--- src/rmd160_pkg.sv ---
// Shared types, constants and round tables for the RIPEMD-160 hash engine.
// No dependencies; the queue, front end, back end and top level import this package.
package rmd160_pkg;

   // Block buffer: two slots of sixteen words each
   localparam int WORD_W    = 32;
   localparam int BUF_DEPTH = 32;
   localparam int BUF_AW    = 5;

   // Command queue depth
   localparam int FIFO_DEPTH = 2;

   localparam logic [31:0] IV [5] = '{32'h67452301, 32'hefcdab89, 32'h98badcfe,
                                      32'h10325476, 32'hc3d2e1f0};
   localparam logic [31:0] K_L [5] = '{32'h00000000, 32'h5a827999, 32'h6ed9eba1,
                                       32'h8f1bbcdc, 32'ha953fd4e};
   localparam logic [31:0] K_R [5] = '{32'h50a28be6, 32'h5c4dd124, 32'h6d703ef3,
                                       32'h7a6d76e9, 32'h00000000};
   localparam logic [7:0] PAD_BYTE = 8'h80;

   localparam logic [3:0] SEL_L [80] = '{
      4'd0, 4'd1, 4'd2, 4'd3, 4'd4, 4'd5, 4'd6, 4'd7,
      4'd8, 4'd9, 4'd10, 4'd11, 4'd12, 4'd13, 4'd14, 4'd15,
      4'd7, 4'd4, 4'd13, 4'd1, 4'd10, 4'd6, 4'd15, 4'd3,
      4'd12, 4'd0, 4'd9, 4'd5, 4'd2, 4'd14, 4'd11, 4'd8,
      4'd3, 4'd10, 4'd14, 4'd4, 4'd9, 4'd15, 4'd8, 4'd1,
      4'd2, 4'd7, 4'd0, 4'd6, 4'd13, 4'd11, 4'd5, 4'd12,
      4'd1, 4'd9, 4'd11, 4'd10, 4'd0, 4'd8, 4'd12, 4'd4,
      4'd13, 4'd3, 4'd7, 4'd15, 4'd14, 4'd5, 4'd6, 4'd2,
      4'd4, 4'd0, 4'd5, 4'd9, 4'd7, 4'd12, 4'd2, 4'd10,
      4'd14, 4'd1, 4'd3, 4'd8, 4'd11, 4'd6, 4'd15, 4'd13};
   localparam logic [3:0] SEL_R [80] = '{
      4'd5, 4'd14, 4'd7, 4'd0, 4'd9, 4'd2, 4'd11, 4'd4,
      4'd13, 4'd6, 4'd15, 4'd8, 4'd1, 4'd10, 4'd3, 4'd12,
      4'd6, 4'd11, 4'd3, 4'd7, 4'd0, 4'd13, 4'd5, 4'd10,
      4'd14, 4'd15, 4'd8, 4'd12, 4'd4, 4'd9, 4'd1, 4'd2,
      4'd15, 4'd5, 4'd1, 4'd3, 4'd7, 4'd14, 4'd6, 4'd9,
      4'd11, 4'd8, 4'd12, 4'd2, 4'd10, 4'd0, 4'd4, 4'd13,
      4'd8, 4'd6, 4'd4, 4'd1, 4'd3, 4'd11, 4'd15, 4'd0,
      4'd5, 4'd12, 4'd2, 4'd13, 4'd9, 4'd7, 4'd10, 4'd14,
      4'd12, 4'd15, 4'd10, 4'd4, 4'd1, 4'd5, 4'd8, 4'd7,
      4'd6, 4'd2, 4'd13, 4'd14, 4'd0, 4'd3, 4'd9, 4'd11};
   localparam logic [3:0] ROT_L [80] = '{
      4'd11, 4'd14, 4'd15, 4'd12, 4'd5, 4'd8, 4'd7, 4'd9,
      4'd11, 4'd13, 4'd14, 4'd15, 4'd6, 4'd7, 4'd9, 4'd8,
      4'd7, 4'd6, 4'd8, 4'd13, 4'd11, 4'd9, 4'd7, 4'd15,
      4'd7, 4'd12, 4'd15, 4'd9, 4'd11, 4'd7, 4'd13, 4'd12,
      4'd11, 4'd13, 4'd6, 4'd7, 4'd14, 4'd9, 4'd13, 4'd15,
      4'd14, 4'd8, 4'd13, 4'd6, 4'd5, 4'd12, 4'd7, 4'd5,
      4'd11, 4'd12, 4'd14, 4'd15, 4'd14, 4'd15, 4'd9, 4'd8,
      4'd9, 4'd14, 4'd5, 4'd6, 4'd8, 4'd6, 4'd5, 4'd12,
      4'd9, 4'd15, 4'd5, 4'd11, 4'd6, 4'd8, 4'd13, 4'd12,
      4'd5, 4'd12, 4'd13, 4'd14, 4'd11, 4'd8, 4'd5, 4'd6};
   localparam logic [3:0] ROT_R [80] = '{
      4'd8, 4'd9, 4'd9, 4'd11, 4'd13, 4'd15, 4'd15, 4'd5,
      4'd7, 4'd7, 4'd8, 4'd11, 4'd14, 4'd14, 4'd12, 4'd6,
      4'd9, 4'd13, 4'd15, 4'd7, 4'd12, 4'd8, 4'd9, 4'd11,
      4'd7, 4'd7, 4'd12, 4'd7, 4'd6, 4'd15, 4'd13, 4'd11,
      4'd9, 4'd7, 4'd15, 4'd11, 4'd8, 4'd6, 4'd6, 4'd14,
      4'd12, 4'd13, 4'd5, 4'd14, 4'd13, 4'd13, 4'd7, 4'd5,
      4'd15, 4'd5, 4'd8, 4'd11, 4'd14, 4'd14, 4'd6, 4'd14,
      4'd6, 4'd9, 4'd12, 4'd9, 4'd12, 4'd5, 4'd15, 4'd8,
      4'd8, 4'd5, 4'd12, 4'd9, 4'd12, 4'd5, 4'd14, 4'd6,
      4'd8, 4'd13, 4'd6, 4'd5, 4'd15, 4'd13, 4'd11, 4'd11};

   // Compression command: which buffer slot, and whether it closes the message
   typedef struct packed {
      logic slot;
      logic last_blk;
   } cmd_type;

   // Slot handed back by the compression side
   typedef struct packed {
      logic valid;
      logic slot;
   } release_type;

   function automatic logic [31:0] rotl32(input logic [31:0] v, input logic [3:0] s);
      logic [5:0] rs;
      rs = 6'd32 - {2'b00, s};
      return (v << s) | (v >> rs);
   endfunction

   function automatic logic [31:0] boolfn(input logic [2:0] k, input logic [31:0] x,
                                          input logic [31:0] y, input logic [31:0] z);
      logic [31:0] r;
      unique case (k)
         3'd0:    r = x ^ y ^ z;
         3'd1:    r = (x & y) | (~x & z);
         3'd2:    r = (x | ~y) ^ z;
         3'd3:    r = (x & z) | (y & ~z);
         default: r = x ^ (y | ~z);
      endcase
      return r;
   endfunction

endpackage

--- src/rmd160_if.sv ---
// Valid/ready channel interfaces for message bytes and digest words.
// Depends on nothing.
interface rmd160_req_if;
   logic       valid;
   logic       ready;
   logic [7:0] data_byte;
   logic       byte_valid;
   logic       end_of_message;
   modport source (output valid, data_byte, byte_valid, end_of_message, input ready);
   modport sink   (input valid, data_byte, byte_valid, end_of_message, output ready);
endinterface


--- src/rmd160_front.sv ---
// Byte collector and padder: packs bytes into the block buffer, pads the
// final block(s) and queues compression commands. Depends on rmd160_pkg.
module rmd160_front
   import rmd160_pkg::*;
(
   input  logic              clock,
   input  logic              reset,
   rmd160_req_if.sink        req_ch,
   output logic              buf_we,
   output logic [BUF_AW-1:0] buf_waddr,
   output logic [31:0]       buf_wdata,
   output logic              cmd_push,
   output cmd_type           cmd_data,
   input  logic              cmd_full,
   input  release_type       rel
);
   localparam logic [1:0] ST_COLLECT = 2'd0;
   localparam logic [1:0] ST_PADHEAD = 2'd1;
   localparam logic [1:0] ST_PADFILL = 2'd2;

   logic [1:0]  state_ff, state_in;
   logic [5:0]  fill_ff, fill_in;
   logic [63:0] cnt_ff, cnt_in;
   logic [31:0] acc_ff, acc_in;
   logic        slot_ff, slot_in;
   logic [3:0]  wc_ff, wc_in;
   logic        two_ff, two_in;
   logic [1:0]  busy_ff, busy_in;

   logic        go;
   logic        take;
   logic [1:0]  k;
   logic [4:0]  sh;
   logic [31:0] keep_mask;
   logic [63:0] bits;

   assign go    = !busy_ff[slot_ff] && !cmd_full;
   assign req_ch.ready = (state_ff == ST_COLLECT) && go;
   assign take  = req_ch.valid && req_ch.ready;
   assign k     = fill_ff[1:0];
   assign sh    = {k, 3'b000};
   assign keep_mask = (32'h1 << sh) - 32'h1;
   assign bits  = {cnt_ff[60:0], 3'b000};

   always_comb begin
      state_in  = state_ff;
      fill_in   = fill_ff;
      cnt_in    = cnt_ff;
      acc_in    = acc_ff;
      slot_in   = slot_ff;
      wc_in     = wc_ff;
      two_in    = two_ff;
      busy_in   = busy_ff;
      buf_we    = 1'b0;
      buf_waddr = {slot_ff, fill_ff[5:2]};
      buf_wdata = 32'h0;
      cmd_push  = 1'b0;
      cmd_data  = '{slot: slot_ff, last_blk: 1'b0};

      // Drop the busy mark of a slot the back end has finished with
      if (rel.valid) begin
         busy_in[rel.slot] = 1'b0;
      end

      unique case (state_ff)
         ST_COLLECT: begin
            if (take) begin
               if (req_ch.byte_valid) begin
                  // Pack the byte little-endian, clear the word at its first byte
                  acc_in = (k == 2'd0) ? {24'h0, req_ch.data_byte}
                                       : (acc_ff | ({24'h0, req_ch.data_byte} << sh));
                  buf_we    = (k == 2'd3);
                  buf_wdata = acc_in;
                  fill_in   = fill_ff + 6'd1;
                  cnt_in    = cnt_ff + 64'd1;
                  if (fill_ff == 6'd63) begin
                     cmd_push          = 1'b1;
                     busy_in[slot_ff]  = 1'b1;
                     slot_in           = ~slot_ff;
                  end
               end
               if (req_ch.end_of_message) begin
                  state_in = ST_PADHEAD;
               end
            end
         end
         ST_PADHEAD: begin
            // Write the partial word with the pad marker
            if (go) begin
               buf_we    = 1'b1;
               buf_wdata = (acc_ff & keep_mask) | ({24'h0, PAD_BYTE} << sh);
               two_in    = (fill_ff[5:3] == 3'b111) && (fill_ff[5:2] != 4'd15);
               state_in  = ST_PADFILL;
               if (fill_ff[5:2] == 4'd15) begin
                  cmd_push         = 1'b1;
                  busy_in[slot_ff] = 1'b1;
                  slot_in          = ~slot_ff;
                  wc_in            = 4'd0;
               end else begin
                  wc_in = fill_ff[5:2] + 4'd1;
               end
            end
         end
         ST_PADFILL: begin
            // Zero words, then the bit length in words 14 and 15 unless a second pad block follows
            if (go) begin
               buf_we    = 1'b1;
               buf_waddr = {slot_ff, wc_ff};
               if (!two_ff && wc_ff == 4'd14) begin
                  buf_wdata = bits[31:0];
               end else if (!two_ff && wc_ff == 4'd15) begin
                  buf_wdata = bits[63:32];
               end
               wc_in = wc_ff + 4'd1;
               if (wc_ff == 4'd15) begin
                  cmd_push          = 1'b1;
                  cmd_data.last_blk = !two_ff;
                  busy_in[slot_ff]  = 1'b1;
                  slot_in           = ~slot_ff;
                  two_in            = 1'b0;
                  if (!two_ff) begin
                     fill_in  = 6'd0;
                     cnt_in   = 64'd0;
                     state_in = ST_COLLECT;
                  end
               end
            end
         end
         default: begin
            state_in = ST_COLLECT;
         end
      endcase
   end

   always_ff @(posedge clock) begin
      if (reset) begin
         state_ff <= ST_COLLECT;
         fill_ff  <= 6'd0;
         cnt_ff   <= 64'd0;
         slot_ff  <= 1'b0;
         wc_ff    <= 4'd0;
         two_ff   <= 1'b0;
         busy_ff  <= 2'b00;
      end else begin
         state_ff <= state_in;
         fill_ff  <= fill_in;
         cnt_ff   <= cnt_in;
         slot_ff  <= slot_in;
         wc_ff    <= wc_in;
         two_ff   <= two_in;
         busy_ff  <= busy_in;
      end
      acc_ff <= acc_in;
   end
endmodule

--- src/flat_wrapper.sv ---
// flat-port wrapper written by rule: the top's interface ports become plain ports
module rmd160_front_flat import rmd160_pkg::*;
  (clock, reset, buf_we, buf_waddr, buf_wdata, cmd_push, cmd_data, cmd_full, rel, req_ch_valid, req_ch_data_byte, req_ch_byte_valid, req_ch_end_of_message, req_ch_ready);
  rmd160_req_if req_ch_i ();
  input  logic clock;
  input  logic reset;
  output logic buf_we;
  output logic [BUF_AW-1:0] buf_waddr;
  output logic [31:0] buf_wdata;
  output logic cmd_push;
  output cmd_type cmd_data;
  input  logic cmd_full;
  input  release_type rel;
  input wire logic [$bits(req_ch_i.valid)-1:0] req_ch_valid;
  input wire logic [$bits(req_ch_i.data_byte)-1:0] req_ch_data_byte;
  input wire logic [$bits(req_ch_i.byte_valid)-1:0] req_ch_byte_valid;
  input wire logic [$bits(req_ch_i.end_of_message)-1:0] req_ch_end_of_message;
  output wire logic [$bits(req_ch_i.ready)-1:0] req_ch_ready;
  assign req_ch_i.valid = req_ch_valid;
  assign req_ch_i.data_byte = req_ch_data_byte;
  assign req_ch_i.byte_valid = req_ch_byte_valid;
  assign req_ch_i.end_of_message = req_ch_end_of_message;
  assign req_ch_ready = req_ch_i.ready;
  rmd160_front u_core (.clock(clock), .reset(reset), .req_ch(req_ch_i), .buf_we(buf_we), .buf_waddr(buf_waddr), .buf_wdata(buf_wdata), .cmd_push(cmd_push), .cmd_data(cmd_data), .cmd_full(cmd_full), .rel(rel));
endmodule
--- config.mk ---
export PLATFORM = sky130hd
export DESIGN_NAME = rmd160_front_flat
export DESIGN_NICKNAME = d
export VERILOG_FILES = /design/src/rmd160_pkg.sv /design/src/rmd160_if.sv /design/src/rmd160_front.sv /design/src/flat_wrapper.sv
export SDC_FILE = /design/constraint.sdc
export NUM_CORES = 1
export LEC_CHECK = 0
export BUFFER_PORTS_ARGS = -buffer_cell sky130_fd_sc_hd__buf_4
export CAP_MARGIN = 20
export CORE_MARGIN = 5
export CORE_UTILIZATION = 31
export CTS_BUF_LIST = sky130_fd_sc_hd__clkbuf_8
export DETAILED_ROUTE_END_ITERATION = 7
export MAX_ROUTING_LAYER = met4
export SLEW_MARGIN = 0
export SYNTH_ARGS = -nofsm -noshare
export SYNTH_HDL_FRONTEND = slang
export SYNTH_SLANG_ARGS = --single-unit
--- constraint.sdc ---
create_clock -name clock -period 4.46 [get_ports clock]
set_input_delay 0.223 -clock clock [delete_from_list [all_inputs] [get_ports clock]]
set_output_delay 0.223 -clock clock [all_outputs]
set_load 0.02 [all_outputs]
# == Yosys cells after proc, flatten, opt, wreduce, memory -nomap -nowiden ==
# Index checks and enable logic that the tools add are counted.
# word_totals
register_bits,112
inputBits,16
output_inout_bits,42
word_cells,143
# classes
addsub,5
magnitude_cmp,4
n_eq_ne,18
shift,3
n_mux,75
bitwise,7
n_reduce_logical,23
# ops
op,count
64-bit two-way mux,5
32-bit two-way mux,7
64-bit case mux with 2 select lines,1
32-bit case mux with 3 select lines,1
"64-bit by 1-bit adder with 64-bit output, second input constant",1
32-bit bitwise OR,2
32-bit bitwise AND,1
"1-bit by 5-bit << shifter with 32-bit output, first input constant",1
8-bit by 5-bit << shifter with 32-bit output,1
"8-bit by 5-bit << shifter with 32-bit output, first input constant",1
"32-bit by 1-bit subtractor with 32-bit output, second input constant",1
6-bit two-way mux,5
2-bit two-way mux,14
1-bit two-way mux,27
4-bit two-way mux,5
"4-bit == test, second input constant",3
2-bit case mux with 3 select lines,2
6-bit case mux with 2 select lines,1
6-bit AND reduction,2
"2-bit by 1-bit != test with 1-bit output, second input constant",5
"4-bit by 1-bit adder with 4-bit output, second input constant",2
1-bit logical AND,8
"2-bit != test, second input constant",4
4-bit case mux with 2 select lines,1
23 further kinds,34

# == Longest topological paths before layout ==
# Gate-level depths: netlist of the first run.
# depth
depth_word,12
mapped_depth,10
mapped_depth_nobuf,7

# == Least setup slack after synthesis of the first run ==
# Ideal clock, no wire load.
# synth_timing
kind,register to output
startpoint,reg u_core.slot_ff
endpoint,out buf_wdata[30]
arrival_time_ns,3.013
t_required_ns,4.237
setup_slack_ns,1.224
path_stages_with_launch,6
path_buffers,1
path_cell_list,dfxtp_1 -> mux2_4 -> nor4b_2 -> clkbuf_1 -> a22oi_1 -> a21oi_1
# synth_between
elab_chain_cells,8
word_cells_on_any_way,10
cone_classes,mux (6); reduce/logical (4)
# synth_lines
item,line,text
"start, declared",rmd160_front.sv:25,"logic slot_ff, slot_in;"
"start signal, assigned",rmd160_front.sv:148,slot_ff <= slot_in;
1-bit two-way mux (not written as such) (*) (2 in series),rmd160_front.sv:37,assign go = !busy_ff[slot_ff] && !cmd_full;
1-bit logical NOT (*),rmd160_front.sv:37,
1-bit logical AND (*),rmd160_front.sv:37,
1-bit logical AND,rmd160_front.sv:38,assign req_ch.ready = (state_ff == ST_COLLECT) && go;
1-bit logical AND,rmd160_front.sv:39,assign take = req_ch.valid && req_ch.ready;
32-bit two-way mux,rmd160_front.sv:67,if (take) begin
32-bit case mux with 3 select lines (*),rmd160_front.sv:65,unique case (state_ff)
"end, declared",flat_wrapper.sv:9,output logic [31:0] buf_wdata;
# Every way passes the cells marked *; elsewhere a longest branch is shown, timed or not. The select of a mux whose other input is x is not followed.

# == Worst setup path after layout of the first run ==
# layout_timing
startpoint,reg u_core.fill_ff[0]
endpoint,out buf_wdata[29]
# layout_between
elab_chain_cells,6
word_cells_on_any_way,13
cone_classes,add/sub (1); shift (3); mux (5); bitwise (3); reduce/logical (1)
# layout_lines
item,line,text
"start, declared",rmd160_front.sv:22,"logic [5:0] fill_ff, fill_in;"
"start signal, assigned",rmd160_front.sv:146,fill_ff <= fill_in;
1-bit by 5-bit << shifter with 32-bit output / 8-bit by 5-bit << shifter with 32-bit output (equally long branches),"rmd160_front.sv:42, rmd160_front.sv:71",
32-bit by 1-bit subtractor with 32-bit output / 32-bit bitwise OR (equally long branches),"rmd160_front.sv:42, rmd160_front.sv:71",
32-bit bitwise AND / 32-bit two-way mux (equally long branches),"rmd160_front.sv:91, rmd160_front.sv:70",
32-bit bitwise OR / 32-bit two-way mux (equally long branches),"rmd160_front.sv:91, rmd160_front.sv:68",
"32-bit two-way mux, on equally long branches","rmd160_front.sv:89, rmd160_front.sv:67",
32-bit case mux with 3 select lines (*),rmd160_front.sv:65,
# Every way passes the cells marked *; elsewhere a longest branch is shown, timed or not.

==> impl_metrics.json, run 1 <==
{
  "outcome": "complete, no violations",
  "grt_overflow": 0,
  "initial_core_util_pct": 31.2,
  "yosys_warnings": 0,
  "dieArea_sq_mm": 0.0240,
  "cp-end-kind": "output port",
  "finalCritPeriodShare_pct": 77.1,
  "post-cts-setup-buffer-count": 0,
  "cts_hold_buf": 0,
  "arrival_ns": 3.22,
  "power_frac_seq_pct": 49.8,
  "vias_per_cell": 5.74,
  "die_x_microns": 155,
  "cp.required_ns": 4.24,
  "placed_cells": 1072,
  "drt-total-wl_microns": 19300,
  "firstDrtPassIters": 5,
  "ys_ff_latch": 109,
  "antenna_found_initial": 0,
  "netlist_area_sq_mm": 0.00652,
  "cp_max_fo": 26,
  "drt_iter0_drc": 582,
  "drive_gt1_share_pct": 12.9,
  "clkSlewWorstSetupHoldPaths_ns": 0.10,
  "num_antenna_cells": 0,
  "async_reset_ff_share_pct": 0,
  "grt_pass1_vias": 5769,
  "row_count": 53,
  "p_sw_mw": 0.687,
  "setup_viol": 0,
  "yosysSeqAreaShare_pct": 38.4,
  "cts_htree_levels": 3,
  "core-area_sq_mm": 0.0209,
  "grt_util_all_layers_pct": 16.3,
  "clkPwrFrac_pct": 28.9,
  "grt_pass1_wl_microns": 31300,
  "syn_inst": 786,
  "post_drt_wl_per_cell_microns": 17.8,
  "cts-root-buf": "clkbuf_8",
  "layout.nets": 838,
  "dieHeight_microns": 155,
  "fmax_mhz": 291,
  "synth_edf_count": 32,
  "cts_sinks": 109,
  "portBuffers": 57,
  "start_kind": "flip-flop",
  "hp-class": "primary input to flip-flop",
  "avgSynthCellArea_sq_um": 8.30,
  "ios": 58,
  "final_hold_viol_count": 0,
  "rsz0062_at_grt": "false",
  "setup.worst_path.class": "flip-flop to output port",
  "gp_congestion": 0.840,
  "clk_path_buf_depth": 2,
  "synth_cell_types": 60,
  "vias": 6244,
  "tightest_slew_ns": 1.07,
  "syn_nets": 816,
  "dp_hpwl_microns": 13800,
  "route.detailed.drc": 0,
  "insertion_delay_ns": 0.38,
  "fin_tns_setup_ns": 0,
  "cts_tree": "yes",
  "power_leakage_nw": 2.42,
  "skew_ns": 0.0160,
  "area_growth_pct": 13.3,
  "period_minus_slack_ns": 3.44,
  "drv_cap": 0,
  "pwr_density_cell_mw_per_mm2": 299,
  "synth_flop_cell": "dfxtp_1",
  "ant_nets": 0,
  "peakVddDrop_uv": 137,
  "post_cts_resized": 0,
  "power_frac_comb_pct": 21.2,
  "cts_inserted_buffers": 9,
  "power.internal_mw": 1.52,
  "instances_no_fill": 1088,
  "slew_violations": 0,
  "swShare_pct": 31.1,
  "grt_max_degree": 59,
  "slew_headroom_pct": 28.5
}
## cell usage after synthesis (3+ instances only)
cell type  number  area, sq um
or2_2           3         18.8
nand4_1        33          206
clkbuf_1       52          195
a22oi_1        28          210
nor3_1          6         30.0
or3_1          19          119
o31ai_1        34          255
and3_1          9         56.3
nand2_1        50          188
inv_1          20         75.1
dfxtp_1        77         1540
ha_1           14          175
nor2_1         59          221
mux2i_1         3         30.0
a32oi_1         5         43.8
xor2_1         14          123
edfxtp_1       32          961
o21ai_0        29          145
or4_1          32          240
nor4_1          4         25.0
xnor2_1         3         26.3
and2_1          6         37.5
buf_2           7         35.0
nand3_1        50          250
nor2b_1         4         25.0
a22o_1         35          307
a21oi_1       116          581
## power by group through the flow
stage                     logic, mW  clock network, mW  registers (mW)
after detailed placement      0.465                  0            1.12
after global routing          0.513              0.691            1.11
after global placement        0.468                  0            1.12
final                         0.469              0.639            1.10
after CTS                     0.467              0.652            1.10
after floorplan               0.325                  0            1.12
## flip-flops by register name, summed over array words and instances (netlist names)
register and flops:
u_core.acc_ff 32, u_core.two_ff 1, u_core.busy_ff 2, u_core.slot_ff 1, u_core.cnt_ff 61, u_core.state_ff 2
u_core.wc_ff 4, u_core.fill_ff 6
## path summary, 6_finish.rpt
path                     start                 to  slack [ns]  depth (start not counted)
min reg2reg   u_core.cnt_ff[1]   u_core.cnt_ff[1]        0.50                          2
min                      reset    u_core.wc_ff[2]        0.10                          2
max          u_core.fill_ff[0]      buf_wdata[29]        1.02                          9
max reg2reg    u_core.wc_ff[1]  u_core.cnt_ff[37]        1.25                          6
## cells in the final DEF, fill, tap and decap left out, types with 5 or more instances in the layout
cell / instances
a21oi_1: 116
dfxtp_1: 77
buf_4: 74
nor2_1: 58
nand2_1: 50
nand3_1: 50
a22o_1: 35
o31ai_1: 34
nand4_1: 33
or4_1: 32
edfxtp_1: 32
o21ai_0: 29
a22oi_1: 28
inv_1: 22
or3_1: 19
xor2_1: 14
ha_1: 14
clkbuf_8: 11
and3_1: 9
and2_1: 6
a32oi_1: 5
nor3_1: 5
## critical path, cell delays in order (launching register included)
cell and delay, ns:
dfxtp_1 0.39, inv_1 0.15, ha_1 0.88, clkinv_1 0.21
buf_4 0.26, ha_1 0.30, and3_1 0.27, nand2_1 0.10
a21oi_1 0.09, buf_4 0.18
## metal layers
| layer | global-route usage, % | wire [microns] |
|---|---|---|
| met2 | 24.3 | 8670 |
| met1 | 23.3 | 9220 |
| met4 | 4.21 | 286 |
| met5 | - | 0 |
| met3 | 2.14 | 1170 |
## kinds of logic after synthesis
family / count (synthesis) / share of synthesized area [%]
AND/OR/NAND/NOR: 289 / 24.3
AO/OA/AOI/OAI: 268 / 26.3
adder cells (fa/ha/maj): 14 / 2.69
XOR/XNOR: 17 / 2.28
multiplexers: 4 / 0.691
buffers and inverters: 85 / 5.39
flip-flops: 109 / 38.4
## metrics by stage
step	total power [mW]	setup slack (ns)	hold slack, ns	cell area (sq um)	util (%)
6_report	2.21	1.02	0.102	7390	35.4
5_1_grt	2.31	0.864	0.107	7390	35.4
4_1_cts	2.22	1.03	0.0843	7390	35.4
3_5_place_dp	1.59	1.30	0.486	7190	34.4
3_3_place_gp	1.59	1.38	0.483	7190	34.4
2_1_floorplan	1.44	1.22	0.446	6520	-
## final cells by class
cell class	instances	area (sq um)
clock buffer	11	151
tap	275	344
sequential	109	2500
multi-input combinational	592	3690
clock inverter	5	51.3
fill	2161	13500
inverter	21	78.8
timing repair buffer	75	576
Note: power is estimated with default switching activity, not from simulation.
==> inputs of run 2 (changes only) <==
- clock period: 4.46 -> 3.2 ns (I/O delays scaled with it)
==> run 2 against run 1 <==
Against the previous run: core utilization is 0.26 points higher; clock skew rose by 0.0054 ns; register-to-register slack lost 0.62 ns; setup slack got worse by 0.62 ns; worst hold slack worse by 0.072 ns; critical path type unchanged.
==> impl_metrics.json, run 2 (synthesis results as in run 1) <==
{
  "outcome": "complete, no violations",
  "fin_tns_setup_ns": 0,
  "cp_max_fo": 32,
  "setup_viol": 0,
  "final_common_cell": "a21oi_1",
  "holdWs_ns": 0.0305,
  "dieHeight_microns": 155,
  "layout.nets": 843,
  "placed_area_sq_mm": 0.00725,
  "cts_sinks": 109,
  "largest_reg_flops": 61,
  "portBuffers": 57,
  "worst-r2r-cell-count": 6,
  "cts_tree": "yes",
  "drt-total-wl_microns": 19700,
  "slew_headroom_pct": 43.1,
  "antenna_found_initial": 0,
  "multi_input_area_sq_mm": 0.00369,
  "ios": 58,
  "grt_overflow": 0,
  "clk_path_buf_depth": 2,
  "tightest_slew_ns": 0.851,
  "skew_ns": 0.0214,
  "vias_per_cell": 5.80,
  "wl_met3_microns": 1120,
  "post_drt_wl_per_cell_microns": 18.0,
  "drv_cap": 0,
  "num_antenna_cells": 0,
  "power_leakage_nw": 2.44,
  "finalCritPeriodShare_pct": 87.4,
  "cts_htree_levels": 3,
  "drive_gt1_share_pct": 13.7,
  "pwr_density_cell_mw_per_mm2": 411,
  "die_x_microns": 155,
  "min_path_cells": 2,
  "drt-met1-wl_microns": 9480,
  "firstDrtPassIters": 5,
  "cts-root-buf": "clkbuf_8",
  "initial_core_util_pct": 31.2,
  "regArea_sq_mm": 0.00250,
  "start_kind": "flip-flop",
  "cp-end-kind": "output port",
  "drt_iter0_drc": 560,
  "hp-start": "reset",
  "layout_common_cells": "a21oi_1, buf_4, dfxtp_1, nor2_1",
  "dr_wl_met2_microns": 8750,
  "dieArea_sq_mm": 0.0240,
  "post_cts_resized": 0,
  "vias": 6338,
  "hp-class": "primary input to flip-flop",
  "peakVddDrop_uv": 204,
  "final_area_sq_mm": 0.00744,
  "clkSlewWorstSetupHoldPaths_ns": 0.11,
  "insertion_delay_ns": 0.40,
  "final_hold_viol_count": 0,
  "reg2reg_to": "u_core.cnt_ff[40]",
  "cp.required_ns": 3.04,
  "regMostFlops": "u_core.cnt_ff",
  "arrival_ns": 2.64,
  "core-area_sq_mm": 0.0209,
  "row_count": 53,
  "regToRegStartpoint": "u_core.wc_ff[1]",
  "route.detailed.drc": 0,
  "setup.worst_path.class": "flip-flop to output port",
  "fmax_mhz": 358,
  "rsz0062_at_grt": "false",
  "reg2reg_slack_ns": 0.63,
  "grt_max_degree": 67,
  "dp_hpwl_microns": 13800,
  "gp_congestion": 0.835,
  "grt_pass1_vias": 5582,
  "holdPathEnd": "u_core.wc_ff[2]",
  "area_growth_pct": 14.1,
  "period_minus_slack_ns": 2.80,
  "ant_nets": 0,
  "post-cts-setup-buffer-count": 0,
  "finalPower_mw": 3.06,
  "cts_hold_buf": 0,
  "grt_pass1_wl_microns": 31100,
  "nFillCells": 2169,
  "top_layer": "met4",
  "grt_util_all_layers_pct": 16.4,
  "slew_violations": 0,
  "reg_top3": "u_core.cnt_ff: 61 flops, u_core.acc_ff: 32 flops, u_core.fill_ff: 6 flops",
  "cts_inserted_buffers": 9
}
## run 2: changes by cell type in the layout (fill, tap and decap cells not counted)
cell	delta
buf_4	+3
buf_12	+2
inv_1	-2
bufinv_16	-1
clkbuf_8	+1
clkinv_4	+1
inv_4	+1
## run 2: worst max path at each step
stage | start | end | slack [ns] | cells past startpoint
after floorplan | u_core.slot_ff | buf_wdata[30] | 0.03 | 5
after global routing | u_core.wc_ff[1] | buf_wdata[15] | 0.22 | 8
after global placement | u_core.wc_ff[1] | u_core.cnt_ff[40] | 0.77 | 6
after detailed placement | u_core.wc_ff[1] | u_core.cnt_ff[38] | 0.71 | 6
final | u_core.wc_ff[1] | buf_wdata[15] | 0.40 | 8
after CTS | u_core.wc_ff[1] | buf_wdata[15] | 0.41 | 8
## run 2: routing by layer
layer  vias up  GRT usage, %
li1       3046             -
met1      3067          23.3
met2       206          23.9
met3        19          2.81
met4         0          5.05
met5         -             -
## run 2: critical path: stages, from the launching register on
cell      delay [ns]
dfxtp_1         0.42
ha_1            0.29
nand4b_2        0.20
nor2_2          0.12
buf_4           0.34
a22oi_1         0.25
o22a_1          0.27
a21oi_1         0.15
buf_4           0.16
## run 2: per-stage QoR
step / std cells / utilization, % / setup slack (ns)
after global placement: 1077 / 34.7 / 0.765
after CTS: 1093 / 35.6 / 0.415
after detailed placement: 1077 / 34.7 / 0.709
after global routing: 1093 / 35.6 / 0.216
final: 1093 / 35.6 / 0.403
after floorplan: 786 / - / 0.0274
## run 2: report_power, final
part / leakage [nW] / switching (mW) / internal (mW) / total (mW)
clock: 0.103 / 0.503 / 0.351 / 0.855
combinational: 1.42 / 0.430 / 0.237 / 0.667
sequential: 0.920 / 0.0490 / 1.49 / 1.54
total: 2.44 / 0.982 / 2.07 / 3.06
## run 2: area by class of cell
| class | instances | share of cell area, % |
|---|---|---|
| multi-input cells | 592 | 49.5 |
| flip-flops and latches | 109 | 33.6 |
| repair buffers | 80 | 8.57 |
| well taps | 275 | 4.62 |
| clock buffers | 12 | 2.22 |
| inverters | 21 | 1.06 |
| clock inverters | 4 | 0.387 |
==> inputs of run 3 (changes only) <==
==> constraint.sdc (replaced) <==
create_clock -name clock -period 3.2 [get_ports clock]
set_input_delay 0.48 -clock clock [delete_from_list [all_inputs] [get_ports clock]]
set_output_delay 0.48 -clock clock [all_outputs]
set_load 0.02 [all_outputs]
==> run 3 against run 2 <==
Against the previous run: maximum frequency down 7.9%; core utilization up 0.23 points; largest cell class unchanged; first-iteration DRC count fell by 9.1%; highest routed layer unchanged; flip-flop and latch count did not move.
==> impl_metrics.json, run 3 (synthesis results as in run 1) <==
{
  "cp_cell_sequence": "inv_1 > ha_1 > and4b_1 > buf_4 > a22oi_1 > o22a_1 > a21oi_1 > buf_4",
  "core-area_sq_mm": 0.0209,
  "period_minus_slack_ns": 3.04,
  "grt_pass1_wl_microns": 32100,
  "layout.nets": 845,
  "cp.required_ns": 2.72,
  "ios": 58,
  "row_count": 53,
  "peakVddDrop_uv": 254,
  "drive_gt1_share_pct": 14.0,
  "dieArea_sq_mm": 0.0240,
  "holdPathEnd": "u_core.wc_ff[3]",
  "clk_path_buf_depth": 2,
  "critPathMostFrequentCell": "buf_4",
  "regToRegStartpoint": "u_core.wc_ff[1]",
  "post_cts_resized": 0,
  "area_growth_pct": 14.8,
  "num_antenna_cells": 0,
  "rsz0062_at_grt": "false",
  "drv_cap": 0,
  "slew_headroom_pct": 55.2,
  "drt_iter0_drc": 509,
  "worst-r2r-cell-count": 7,
  "cts_sinks": 109,
  "setup.worst_path.class": "flip-flop to output port",
  "cp_max_fo": 10,
  "grt_max_degree": 67,
  "route.detailed.drc": 0,
  "reg2reg_to": "u_core.cnt_ff[34]",
  "reg_top3": "u_core.cnt_ff: 61 flops, u_core.acc_ff: 32 flops, u_core.fill_ff: 6 flops",
  "post-cts-setup-buffer-count": 0,
  "ant_nets": 0,
  "reg2reg_slack_ns": 0.49,
  "dp_hpwl_microns": 14000,
  "cp-end-kind": "output port",
  "nFillCells": 2198,
  "min_path_cells": 2,
  "holdWs_ns": 0.362,
  "insertion_delay_ns": 0.39,
  "gp_congestion": 0.844,
  "initial_core_util_pct": 31.2,
  "grt_util_all_layers_pct": 16.8,
  "layout_common_cells": "a21oi_1, buf_4, dfxtp_1, nor2_1",
  "dieHeight_microns": 155,
  "grt_overflow": 0,
  "cts-root-buf": "clkbuf_8",
  "portBuffers": 57,
  "final_common_cell": "a21oi_1",
  "final_hold_viol_count": 0,
  "skew_ns": 0.0144,
  "tightest_slew_ns": 0.667,
  "finalCritPeriodShare_pct": 94.9,
  "vias_per_cell": 5.68,
  "pwr_density_cell_mw_per_mm2": 420,
  "vias": 6222,
  "firstDrtPassIters": 5,
  "fmax_mhz": 329,
  "power_leakage_nw": 2.47,
  "regMostFlops": "u_core.cnt_ff",
  "hp-class": "primary input to flip-flop",
  "hp-start": "reset",
  "slowest_delay_ns": 0.51,
  "cts_hold_buf": 0,
  "cts_inserted_buffers": 9,
  "slew_violations": 0,
  "largest_reg_flops": 61,
  "cts_tree": "yes",
  "antenna_found_initial": 0,
  "grt_pass1_vias": 5813,
  "drt-total-wl_microns": 20000,
  "crit_slowest_cell": "and4b_1",
  "cts_htree_levels": 3,
  "clkSlewWorstSetupHoldPaths_ns": 0.11,
  "arrival_ns": 2.56,
  "fin_tns_setup_ns": 0,
  "setup_viol": 0,
  "die_x_microns": 155,
  "start_kind": "flip-flop",
  "outcome": "complete, no violations",
  "post_drt_wl_per_cell_microns": 18.2
}
==> run 3: worst max-delay path, delay by kind of cell, from the launching register on <==
family / cells / cell delay, ns
AND/OR/NAND/NOR: 1 / 0.51
adder cells (fa/ha/maj): 1 / 0.22
buffers and inverters: 3 / 0.54
AO/OA/AOI/OAI: 3 / 0.55
flip-flops: 1 / 0.34
==> run 3: how the worst max path moves through the flow <==
| stage | start | to | cells past startpoint |
|---|---|---|---|
| floorplan | u_core.slot_ff | buf_wdata[30] | 5 |
| global placement | u_core.fill_ff[0] | buf_wdata[30] | 8 |
| detailed placement | u_core.wc_ff[1] | u_core.cnt_ff[34] | 7 |
| CTS | u_core.wc_ff[0] | buf_wdata[23] | 8 |
| global route | u_core.fill_ff[0] | buf_wdata[5] | 9 |
| finish | u_core.wc_ff[0] | buf_wdata[23] | 8 |
==> run 3: final cells by class <==
cell class | count | area, sq um | share of cell area [%]
Timing Repair Buffer | 82 | 666 | 8.89
Clock buffer | 9 | 124 | 1.65
Tap cell | 275 | 344 | 4.59
Sequential cell | 109 | 2500 | 33.4
Clock inverter | 7 | 88.8 | 1.19
Inverter | 21 | 78.8 | 1.05
Multi-Input combinational cell | 592 | 3690 | 49.2
==> run 3: power breakdown <==
group / internal (mW) / leakage [nW] / switching (mW) / total, mW
registers: 1.49 / 0.920 / 0.0497 / 1.54
clock network: 0.439 / 0.113 / 0.503 / 0.942
logic: 0.242 / 1.43 / 0.427 / 0.669
total: 2.17 / 2.47 / 0.980 / 3.15
==> run 3: routing by layer <==
metal  vias to the layer above  wire (microns)  GRT usage, %
met5                         -               0             -
met4                         0             439          6.10
met3                        23            1170          2.78
met2                       172            8860          24.8
met1                      2983            9500          23.4
li1                       3044               -             -
==> run 3: metrics by stage <==
step                power (mW)  instance area, sq um  utilization (%)  instances  setup slack [ns]
floorplan                 2.01                  6520                -        786             0.243
global placement          2.23                  7280             34.8       1079             0.633
detailed placement        2.23                  7280             34.8       1079             0.528
CTS                       3.17                  7490             35.9       1095             0.161
global route              3.29                  7490             35.9       1095           0.00588
finish                    3.15                  7490             35.9       1095             0.163
